File: config.mk
export PLATFORM = sky130hd
export DESIGN_NAME = base64_unpadded_codec_flat
export DESIGN_NICKNAME = d
export VERILOG_FILES = /design/src/sv/b64_pkg.sv /design/src/sv/b64_in_if.sv /design/src/sv/b64_out_if.sv /design/src/sv/b64_front.sv /design/src/sv/b64_queue.sv /design/src/sv/b64_back.sv /design/src/sv/base64_unpadded_codec.sv /design/src/flat_wrapper.sv
export SDC_FILE = /design/constraint.sdc
export NUM_CORES = 1
export LEC_CHECK = 0
export CAP_MARGIN = 25
export CORE_MARGIN = 2
export CORE_UTILIZATION = 45
export DETAILED_ROUTE_END_ITERATION = 6
export DONT_BUFFER_PORTS = 1
export PLACE_DENSITY = 0.67
export SETUP_SLACK_MARGIN = 0.3
export SKIP_CTS_REPAIR_TIMING = 1
export SLEW_MARGIN = 20
export SYNTH_ARGS = -nofsm -noshare
export SYNTH_HDL_FRONTEND = slang
export SYNTH_SLANG_ARGS = --single-unit
export TNS_END_PERCENT = 1
File: constraint.sdc
create_clock -name clk -period 3.7 [get_ports clk]
set_input_delay 0.555 -clock clk [delete_from_list [all_inputs] [get_ports clk]]
set_output_delay 0.555 -clock clk [all_outputs]
set_load 0.02 [all_outputs]
File: src/sv/b64_pkg.sv
package b64_pkg;

    localparam logic [7:0] CH_UPPER_A = 8'h41;
    localparam logic [7:0] CH_UPPER_Z = 8'h5A;
    localparam logic [7:0] CH_LOWER_A = 8'h61;
    localparam logic [7:0] CH_LOWER_Z = 8'h7A;
    localparam logic [7:0] CH_DIGIT_0 = 8'h30;
    localparam logic [7:0] CH_DIGIT_9 = 8'h39;
    localparam logic [7:0] CH_PLUS    = 8'h2B;
    localparam logic [7:0] CH_SLASH   = 8'h2F;

    localparam logic [5:0] SYM_LOWER_BASE = 6'd26;
    localparam logic [5:0] SYM_DIGIT_BASE = 6'd52;
    localparam logic [5:0] SYM_PLUS       = 6'd62;
    localparam logic [5:0] SYM_SLASH      = 6'd63;

    localparam logic MODE_ENCODE = 1'b0;
    localparam logic MODE_DECODE = 1'b1;

    typedef logic [1:0] phase_t;

    localparam phase_t PHASE_0 = 2'd0;
    localparam phase_t PHASE_1 = 2'd1;
    localparam phase_t PHASE_2 = 2'd2;
    localparam phase_t PHASE_3 = 2'd3;

    // One queue entry holds every result that a single input item causes.
    typedef struct packed {
        logic       two;
        logic [7:0] v0;
        logic [7:0] v1;
        logic       bad;
        logic       last;
    } b64_entry_t;

    typedef struct packed {
        logic       bad;
        logic [5:0] val;
    } b64_sym_t;

    function automatic logic [7:0] enc_char(input logic [5:0] idx);
        logic [7:0] c;
        case (idx) inside
            [6'd0:6'd25]:  c = CH_UPPER_A + {2'b00, idx};
            [6'd26:6'd51]: c = CH_LOWER_A + {2'b00, idx - SYM_LOWER_BASE};
            [6'd52:6'd61]: c = CH_DIGIT_0 + {2'b00, idx - SYM_DIGIT_BASE};
            SYM_PLUS:      c = CH_PLUS;
            default:       c = CH_SLASH;
        endcase
        return c;
    endfunction

    function automatic b64_sym_t dec_sym(input logic [7:0] c);
        b64_sym_t s;
        s.bad = 1'b0;
        case (c) inside
            [CH_UPPER_A:CH_UPPER_Z]: s.val = 6'(c - CH_UPPER_A);
            [CH_LOWER_A:CH_LOWER_Z]: s.val = 6'(c - CH_LOWER_A) + SYM_LOWER_BASE;
            [CH_DIGIT_0:CH_DIGIT_9]: s.val = 6'(c - CH_DIGIT_0) + SYM_DIGIT_BASE;
            CH_PLUS:                 s.val = SYM_PLUS;
            CH_SLASH:                s.val = SYM_SLASH;
            default:
            begin
                s.val = 6'd0;
                s.bad = 1'b1;
            end
        endcase
        return s;
    endfunction

endpackage

File: src/sv/b64_in_if.sv
interface b64_in_if;
    logic       valid;
    logic       ready;
    logic [7:0] in_value;
    logic       in_last;

    modport source (output valid, output in_value, output in_last, input ready);
    modport sink   (input valid, input in_value, input in_last, output ready);
endinterface

File: src/sv/b64_out_if.sv
interface b64_out_if;
    logic       valid;
    logic       ready;
    logic [7:0] out_value;
    logic       run_end;
    logic       stream_end;
    logic       bad_symbol;

    modport source (output valid, output out_value, output run_end, output stream_end,
                    output bad_symbol, input ready);
    modport sink   (input valid, input out_value, input run_end, input stream_end,
                    input bad_symbol, output ready);
endinterface

File: src/sv/b64_front.sv
module b64_front (
    input  logic              clk,
    input  logic              rst_n,
    b64_in_if.sink            in_ch,
    input  logic              cfg_we,
    input  logic              cfg_wdata,
    input  logic              q_full,
    output logic              q_push,
    output b64_pkg::b64_entry_t q_data
);
    import b64_pkg::*;

    logic       mode_reg;
    phase_t     phase_reg, phase_next;
    logic [5:0] carry_reg, carry_next;
    logic       carry_bad_reg, carry_bad_next;
    logic       accept;
    logic       produce;
    phase_t     enc_ph;
    b64_sym_t   sym;

    assign in_ch.ready = !q_full;
    assign accept      = in_ch.valid && in_ch.ready;
    assign sym         = dec_sym(in_ch.in_value);
    // A phase of three left over from decoding behaves as the start of a group.
    assign enc_ph      = (phase_reg == PHASE_3) ? PHASE_0 : phase_reg;

    always_comb
    begin
        phase_next     = phase_reg;
        carry_next     = carry_reg;
        carry_bad_next = 1'b0;
        produce        = 1'b1;
        q_data.two     = 1'b0;
        q_data.v0      = 8'd0;
        q_data.v1      = 8'd0;
        q_data.bad     = 1'b0;
        q_data.last    = in_ch.in_last;
        if (mode_reg == MODE_ENCODE)
        begin
            case (enc_ph)
                PHASE_0:
                begin
                    q_data.v0  = enc_char(in_ch.in_value[7:2]);
                    carry_next = {in_ch.in_value[1:0], 4'b0000};
                    phase_next = PHASE_1;
                end
                PHASE_1:
                begin
                    q_data.v0  = enc_char(carry_reg | {2'b00, in_ch.in_value[7:4]});
                    carry_next = {in_ch.in_value[3:0], 2'b00};
                    phase_next = PHASE_2;
                end
                default:
                begin
                    q_data.v0  = enc_char(carry_reg | {4'b0000, in_ch.in_value[7:6]});
                    q_data.v1  = enc_char(in_ch.in_value[5:0]);
                    q_data.two = 1'b1;
                    carry_next = 6'd0;
                    phase_next = PHASE_0;
                end
            endcase
            // The final byte of an unfinished group flushes its leftover bits.
            if (in_ch.in_last && phase_next != PHASE_0)
            begin
                q_data.v1  = enc_char(carry_next);
                q_data.two = 1'b1;
            end
        end
        else
        begin
            carry_bad_next = sym.bad;
            q_data.bad     = carry_bad_reg || sym.bad;
            case (phase_reg)
                PHASE_0:
                begin
                    produce    = 1'b0;
                    carry_next = sym.val;
                    phase_next = PHASE_1;
                end
                PHASE_1:
                begin
                    q_data.v0  = {carry_reg, sym.val[5:4]};
                    carry_next = {2'b00, sym.val[3:0]};
                    phase_next = PHASE_2;
                end
                PHASE_2:
                begin
                    q_data.v0  = {carry_reg[3:0], sym.val[5:2]};
                    carry_next = {4'b0000, sym.val[1:0]};
                    phase_next = PHASE_3;
                end
                default:
                begin
                    q_data.v0      = {carry_reg[1:0], sym.val};
                    carry_next     = 6'd0;
                    carry_bad_next = 1'b0;
                    phase_next     = PHASE_0;
                end
            endcase
        end
    end

    assign q_push = accept && produce;

    always_ff @(posedge clk or negedge rst_n)
    begin
        if (!rst_n)
        begin
            mode_reg      <= MODE_ENCODE;
            phase_reg     <= PHASE_0;
            carry_reg     <= 6'd0;
            carry_bad_reg <= 1'b0;
        end
        else if (cfg_we)
        begin
            mode_reg      <= cfg_wdata;
            phase_reg     <= PHASE_0;
            carry_reg     <= 6'd0;
            carry_bad_reg <= 1'b0;
        end
        else if (accept)
        begin
            if (in_ch.in_last)
            begin
                phase_reg     <= PHASE_0;
                carry_reg     <= 6'd0;
                carry_bad_reg <= 1'b0;
            end
            else
            begin
                phase_reg     <= phase_next;
                carry_reg     <= carry_next;
                carry_bad_reg <= carry_bad_next;
            end
        end
    end

    a_lone_char_silent: assert property (@(posedge clk) disable iff (!rst_n)
        accept && mode_reg == MODE_DECODE && phase_reg == PHASE_0 |-> !q_push)
        else $error("decoder produced a byte from the first character of a group");

    a_last_clears: assert property (@(posedge clk) disable iff (!rst_n)
        accept && in_ch.in_last |=> phase_reg == PHASE_0 && carry_reg == 6'd0)
        else $error("group state survived the end of a stream");

    a_encode_emits: assert property (@(posedge clk) disable iff (!rst_n)
        accept && mode_reg == MODE_ENCODE && !cfg_we |-> q_push)
        else $error("encoder accepted a byte without producing a character");

endmodule

File: src/sv/b64_queue.sv
module b64_queue #(
    parameter int DEPTH = 2
) (
    input  logic                clk,
    input  logic                rst_n,
    input  logic                push,
    input  b64_pkg::b64_entry_t push_data,
    output logic                full,
    input  logic                pop,
    output logic                pop_valid,
    output b64_pkg::b64_entry_t pop_data
);
    import b64_pkg::*;

    localparam int PTR_W = (DEPTH > 1) ? $clog2(DEPTH) : 1;
    localparam int CNT_W = $clog2(DEPTH + 1);
    localparam logic [PTR_W-1:0] PTR_LAST = PTR_W'(DEPTH - 1);
    localparam logic [CNT_W-1:0] CNT_FULL = CNT_W'(DEPTH);

    b64_entry_t       slot_reg [DEPTH];
    logic [PTR_W-1:0] wr_ptr_reg, rd_ptr_reg;
    logic [CNT_W-1:0] count_reg;
    logic             do_push, do_pop;

    assign full      = (count_reg == CNT_FULL);
    assign pop_valid = (count_reg != '0);
    assign pop_data  = slot_reg[rd_ptr_reg];
    assign do_push   = push && !full;
    assign do_pop    = pop && pop_valid;

    always_ff @(posedge clk)
    begin
        if (do_push)
        begin
            slot_reg[wr_ptr_reg] <= push_data;
        end
    end

    always_ff @(posedge clk or negedge rst_n)
    begin
        if (!rst_n)
        begin
            wr_ptr_reg <= '0;
            rd_ptr_reg <= '0;
            count_reg  <= '0;
        end
        else
        begin
            if (do_push)
            begin
                wr_ptr_reg <= (wr_ptr_reg == PTR_LAST) ? '0 : wr_ptr_reg + 1'b1;
            end
            if (do_pop)
            begin
                rd_ptr_reg <= (rd_ptr_reg == PTR_LAST) ? '0 : rd_ptr_reg + 1'b1;
            end
            if (do_push && !do_pop)
            begin
                count_reg <= count_reg + 1'b1;
            end
            else if (do_pop && !do_push)
            begin
                count_reg <= count_reg - 1'b1;
            end
        end
    end

    a_no_overflow: assert property (@(posedge clk) disable iff (!rst_n)
        push |-> !full)
        else $error("item pushed into a full queue");

    a_count_bound: assert property (@(posedge clk) disable iff (!rst_n)
        count_reg <= CNT_FULL)
        else $error("queue count beyond its depth");

endmodule

File: src/sv/b64_back.sv
module b64_back (
    input  logic                clk,
    input  logic                rst_n,
    input  logic                q_valid,
    input  b64_pkg::b64_entry_t q_data,
    output logic                q_pop,
    b64_out_if.source           out_ch
);
    import b64_pkg::*;

    b64_entry_t cur_reg;
    logic       cur_valid_reg;
    logic       second_reg;
    logic       final_res;
    logic       out_acc;
    logic       load;

    // The second result of an entry is the last one it carries.
    assign final_res = !cur_reg.two || second_reg;
    assign out_acc   = out_ch.valid && out_ch.ready;
    assign load      = !cur_valid_reg || (out_acc && final_res);
    assign q_pop     = load && q_valid;

    assign out_ch.valid      = cur_valid_reg;
    assign out_ch.out_value  = second_reg ? cur_reg.v1 : cur_reg.v0;
    assign out_ch.run_end    = final_res;
    assign out_ch.stream_end = final_res && cur_reg.last;
    assign out_ch.bad_symbol = cur_reg.bad;

    always_ff @(posedge clk)
    begin
        if (q_pop)
        begin
            cur_reg <= q_data;
        end
    end

    always_ff @(posedge clk or negedge rst_n)
    begin
        if (!rst_n)
        begin
            cur_valid_reg <= 1'b0;
            second_reg    <= 1'b0;
        end
        else if (load)
        begin
            cur_valid_reg <= q_valid;
            second_reg    <= 1'b0;
        end
        else if (out_acc)
        begin
            second_reg <= 1'b1;
        end
    end

    a_second_needs_two: assert property (@(posedge clk) disable iff (!rst_n)
        second_reg |-> cur_valid_reg && cur_reg.two)
        else $error("second result shown for an entry that has only one");

endmodule

File: src/sv/base64_unpadded_codec.sv
// A result passes through the entry queue and then the output register.
// One result leaves per cycle while the receiver is ready; an item that
// causes two characters gives them in turn through the single result port.
// Input accepts an item every cycle while the entry queue has room.
// Reset (rst_n, asynchronous, active low) selects encoding and empties the queue.
module base64_unpadded_codec #(
    parameter int QUEUE_DEPTH = 2
) (
    input  logic      clk,
    input  logic      rst_n,
    b64_in_if.sink    in_ch,
    b64_out_if.source out_ch,
    input  logic      cfg_we,
    input  logic      cfg_wdata
);
    import b64_pkg::*;

    b64_entry_t push_data;
    b64_entry_t pop_data;
    logic       push;
    logic       full;
    logic       pop;
    logic       pop_valid;

    b64_front u_front (
        .clk       (clk),
        .rst_n     (rst_n),
        .in_ch     (in_ch),
        .cfg_we    (cfg_we),
        .cfg_wdata (cfg_wdata),
        .q_full    (full),
        .q_push    (push),
        .q_data    (push_data)
    );

    b64_queue #(
        .DEPTH (QUEUE_DEPTH)
    ) u_queue (
        .clk       (clk),
        .rst_n     (rst_n),
        .push      (push),
        .push_data (push_data),
        .full      (full),
        .pop       (pop),
        .pop_valid (pop_valid),
        .pop_data  (pop_data)
    );

    b64_back u_back (
        .clk     (clk),
        .rst_n   (rst_n),
        .q_valid (pop_valid),
        .q_data  (pop_data),
        .q_pop   (pop),
        .out_ch  (out_ch)
    );

endmodule

File: src/flat_wrapper.sv
// flat-port wrapper written by rule: the top's interface ports become plain ports
module base64_unpadded_codec_flat import b64_pkg::*;
#(
    parameter int QUEUE_DEPTH = 2
)
  (clk, rst_n, cfg_we, cfg_wdata, in_ch_valid, in_ch_in_value, in_ch_in_last, in_ch_ready, out_ch_valid, out_ch_out_value, out_ch_run_end, out_ch_stream_end, out_ch_bad_symbol, out_ch_ready);
  b64_in_if in_ch_i ();
  b64_out_if out_ch_i ();
  input  logic clk;
  input  logic rst_n;
  input  logic cfg_we;
  input  logic cfg_wdata;
  input wire logic [$bits(in_ch_i.valid)-1:0] in_ch_valid;
  input wire logic [$bits(in_ch_i.in_value)-1:0] in_ch_in_value;
  input wire logic [$bits(in_ch_i.in_last)-1:0] in_ch_in_last;
  output wire logic [$bits(in_ch_i.ready)-1:0] in_ch_ready;
  output wire logic [$bits(out_ch_i.valid)-1:0] out_ch_valid;
  output wire logic [$bits(out_ch_i.out_value)-1:0] out_ch_out_value;
  output wire logic [$bits(out_ch_i.run_end)-1:0] out_ch_run_end;
  output wire logic [$bits(out_ch_i.stream_end)-1:0] out_ch_stream_end;
  output wire logic [$bits(out_ch_i.bad_symbol)-1:0] out_ch_bad_symbol;
  input wire logic [$bits(out_ch_i.ready)-1:0] out_ch_ready;
  assign in_ch_i.valid = in_ch_valid;
  assign in_ch_i.in_value = in_ch_in_value;
  assign in_ch_i.in_last = in_ch_in_last;
  assign in_ch_ready = in_ch_i.ready;
  assign out_ch_valid = out_ch_i.valid;
  assign out_ch_out_value = out_ch_i.out_value;
  assign out_ch_run_end = out_ch_i.run_end;
  assign out_ch_stream_end = out_ch_i.stream_end;
  assign out_ch_bad_symbol = out_ch_i.bad_symbol;
  assign out_ch_i.ready = out_ch_ready;
  base64_unpadded_codec #(.QUEUE_DEPTH(QUEUE_DEPTH)) u_core (.clk(clk), .rst_n(rst_n), .in_ch(in_ch_i), .out_ch(out_ch_i), .cfg_we(cfg_we), .cfg_wdata(cfg_wdata));
endmodule
==> summary.txt <==
buffers added on ports = 0
Max Buffers Root-to-Sink = 2
clk slew on worst S/H paths = 0.06 ns
antenna viol nets, final = 0
worst hold stages = 0
initial antenna violation count = 0
post-layout util = 48.79%
Syn Area/Cell = 9.165 sq um
first-pass detailed-route iteration total = 5
hold endpoint = u_core.u_queue.slot_reg[0][0]
Post-synth EDFFs = 57
hold path startpoint = in_ch_in_last
Reg power frac = 40.6%
final setup vio count = 0
synth top area cells = edfxtp_1 26%, ha_1 12%, dfrtp_1 6.0%
hold crit path type = in2reg
max reg flops = 38
part of the Yosys area used for sequential elements = 31.87%
register bit total from synthesis = 73
fraction of layout cells with a size suffix above 1 = 10.86%
die width = 125.3 um
cells after synthesis = 723
worst r2r dst = u_core.u_queue.slot_reg[1][16]
Area Growth Syn to Fin = 6.609%
combinational group share of total power = 33.6%
Clock Latency Late Sink = 0.32 ns
DRC errors left = 0
fmax = 315.1 MHz
Cell variety after synth = 77
vias in the first global route = 5484
Post-synth top flop = edfxtp_1
die footprint = 15710 sq um
Int Power = 2.116 mW
Worst Setup End Kind = register
post-synthesis simple-gate area fraction = 15.48%
chip height = 125.3 um
NetSw = 1.122 mW
placed inst area = 6755 sq um
Setup CP Type = reg2reg
post-synthesis mux area share = 6.552%
clock skew = 0.005737 ns
RSZ-0062 raised after global routing = true
mapped cell area = 6626 sq um
Synth top cells by count = 64 x ha_1, 64 x nand2_1, 57 x edfxtp_1
Hold Fails Final Rpt = 0
DR WL/cell = 20.02 um
Tot Pwr = 3.238 mW
diode count = 0
Initial Util = 45.77%
Sink Count = 73
Fill cells = 1338
Leakage = 2.731 nW
Post-Syn Nets = 802
Core Region = 14480 sq um
clock network power share = 25.8%
power per cell area = 458.3 nW/um^2
final WL = 17880 um
synth warn = 0
compound-gate portion of the synthesized area = 22.32%
worst vdd rail ir drop = 0.2739 mV
Startpoint Class = register
gp weighted congestion = 0.9901
TritonCTS Buffers = 9
grt total ovfl = 0
Via density = 6.411
Non-Filler Instances = 893
Final Max Tran Viols = 0
Max FO, Critical Path = 10
CTS H-tree depth = 3
share of the clock period used by the worst path = 85.77%
Cells after DPL = 876
GRT Overall Usage = 22.66%
Setup TNS Final = 0 ns
cell area after layout = 7064 sq um
first-pass GRT wire length = 29150 um
Final nets = 783
area of the multi-input gates = 4180 sq um
asr flop ratio synth = 21.92%
CP Data Required Time = 3.74 ns
adder-cell area share of the yosys netlist = 12.24%
DRT iter0 DRCs = 384
post-route minimum period = 3.173 ns
max_cap viols = 0
Rows = 44
I/O pins = 28
CTS tree = done
clk root buf = clkbuf_16
Worst Max-Slew Pin Slew = 0.9001 ns
Slew HR = 39.99%
status = finished, final reports clean
XOR/XNOR share of the synthesized area = 6.439%
DR vias = 5725
largest net degree at the start of global routing = 31
Post-DP HPWL = 13240 um
path depth of the worst reg2reg path = 10
largest family of logic cells by synthesized area = compound AO/OA/AOI/OAI gates
area leader, netlist = edfxtp_1
Yosys top cell area share = 25.83%
R2R setup slack = 0.53 ns
Switching Share = 34.65%
reg2reg start = u_core.u_front.carry_reg[3]
Reg area = 2112 sq um
Data arrival, critical path = 3.22 ns
-- per-stage QoR --
step	hold slack [ns]	setup WS (ns)
floorplan	0.2594	0.5740
global placement	0.2599	0.4890
detailed placement	0.2599	0.4224
CTS	-0.08596	0.5313
global route	0.3137	0.2763
finish	0.3247	0.5267
-- layout make-up --
cell class / count / share of cell area (%)
Sequential cell: 73 / 29.90
Tap cell: 184 / 3.259
Clock inverter: 7 / 0.9919
Inverter: 33 / 1.753
Timing Repair Buffer: 16 / 1.736
Multi-Input combinational cell: 571 / 59.17
Clock buffer: 9 / 3.188
-- critical path: stages (launching register included) --
cell and delay (ns):
dfrtp_1 0.38, inv_1 0.23, nand2_1 0.23, ha_1 0.30
o21a_1 0.14, nor2_1 0.29, o211a_1 0.42, and3_1 0.21
a31oi_1 0.05, a2111oi_1 0.50, a211oi_1 0.13
-- cells by family (layout without fill, tap and decap cells) --
logic type,after synthesis,in the layout
xor+xnor,47,47
compound gates,210,210
simple gates,209,209
mux,40,40
fa+ha+maj,65,65
buf+inv,79,65
flops,73,73
-- worst max path at each step --
| stage | start | endpoint | slack, ns | cells after the start |
|---|---|---|---|---|
| global placement | in_ch_in_value[5] | u_core.u_queue.slot_reg[0][16] | 0.49 | 10 |
| CTS | u_core.u_front.carry_reg[3] | u_core.u_queue.slot_reg[1][16] | 0.53 | 10 |
| detailed placement | in_ch_in_value[5] | u_core.u_queue.slot_reg[1][16] | 0.42 | 10 |
| floorplan | in_ch_in_value[5] | u_core.u_queue.slot_reg[0][16] | 0.57 | 13 |
| global route | u_core.u_front.carry_reg[1] | u_core.u_queue.slot_reg[1][16] | 0.28 | 10 |
| finish | u_core.u_front.carry_reg[3] | u_core.u_queue.slot_reg[1][16] | 0.53 | 10 |
-- per-layer routing --
layer  track usage (%)  routed length [um]  vias up
met4             7.647                 414        0
met1             31.99                8071     2758
met3             3.038                1193       42
li1                  -                   -     2657
met2             36.00                8200      268
met5                 0                   0        -
-- cell usage in the layout (no fill, tap or decap), types with 19 or more instances in the layout --
| master | netlist | routed |
|---|---|---|
| nor2_1 | 47 | 47 |
| o21ai_0 | 44 | 44 |
| xor2_1 | 20 | 20 |
| nand2_1 | 64 | 64 |
| inv_1 | 30 | 30 |
| edfxtp_1 | 57 | 57 |
| a21oi_1 | 36 | 35 |
| xnor2_1 | 26 | 26 |
| mux2_2 | 27 | 27 |
| ha_1 | 64 | 64 |
| nand3_1 | 19 | 19 |
-- power groups by stage --
stage | Clock (mW) | Combinational, mW | Sequential (mW)
6_report | 0.836 | 1.09 | 1.31
3_3_place_gp | 0 | 1.06 | 1.33
5_1_grt | 0.877 | 1.18 | 1.34
4_1_cts | 0.845 | 1.08 | 1.32
3_5_place_dp | 0 | 1.07 | 1.33
2_1_floorplan | 0 | 0.912 | 1.24
(Power assumes the default switching activity.)
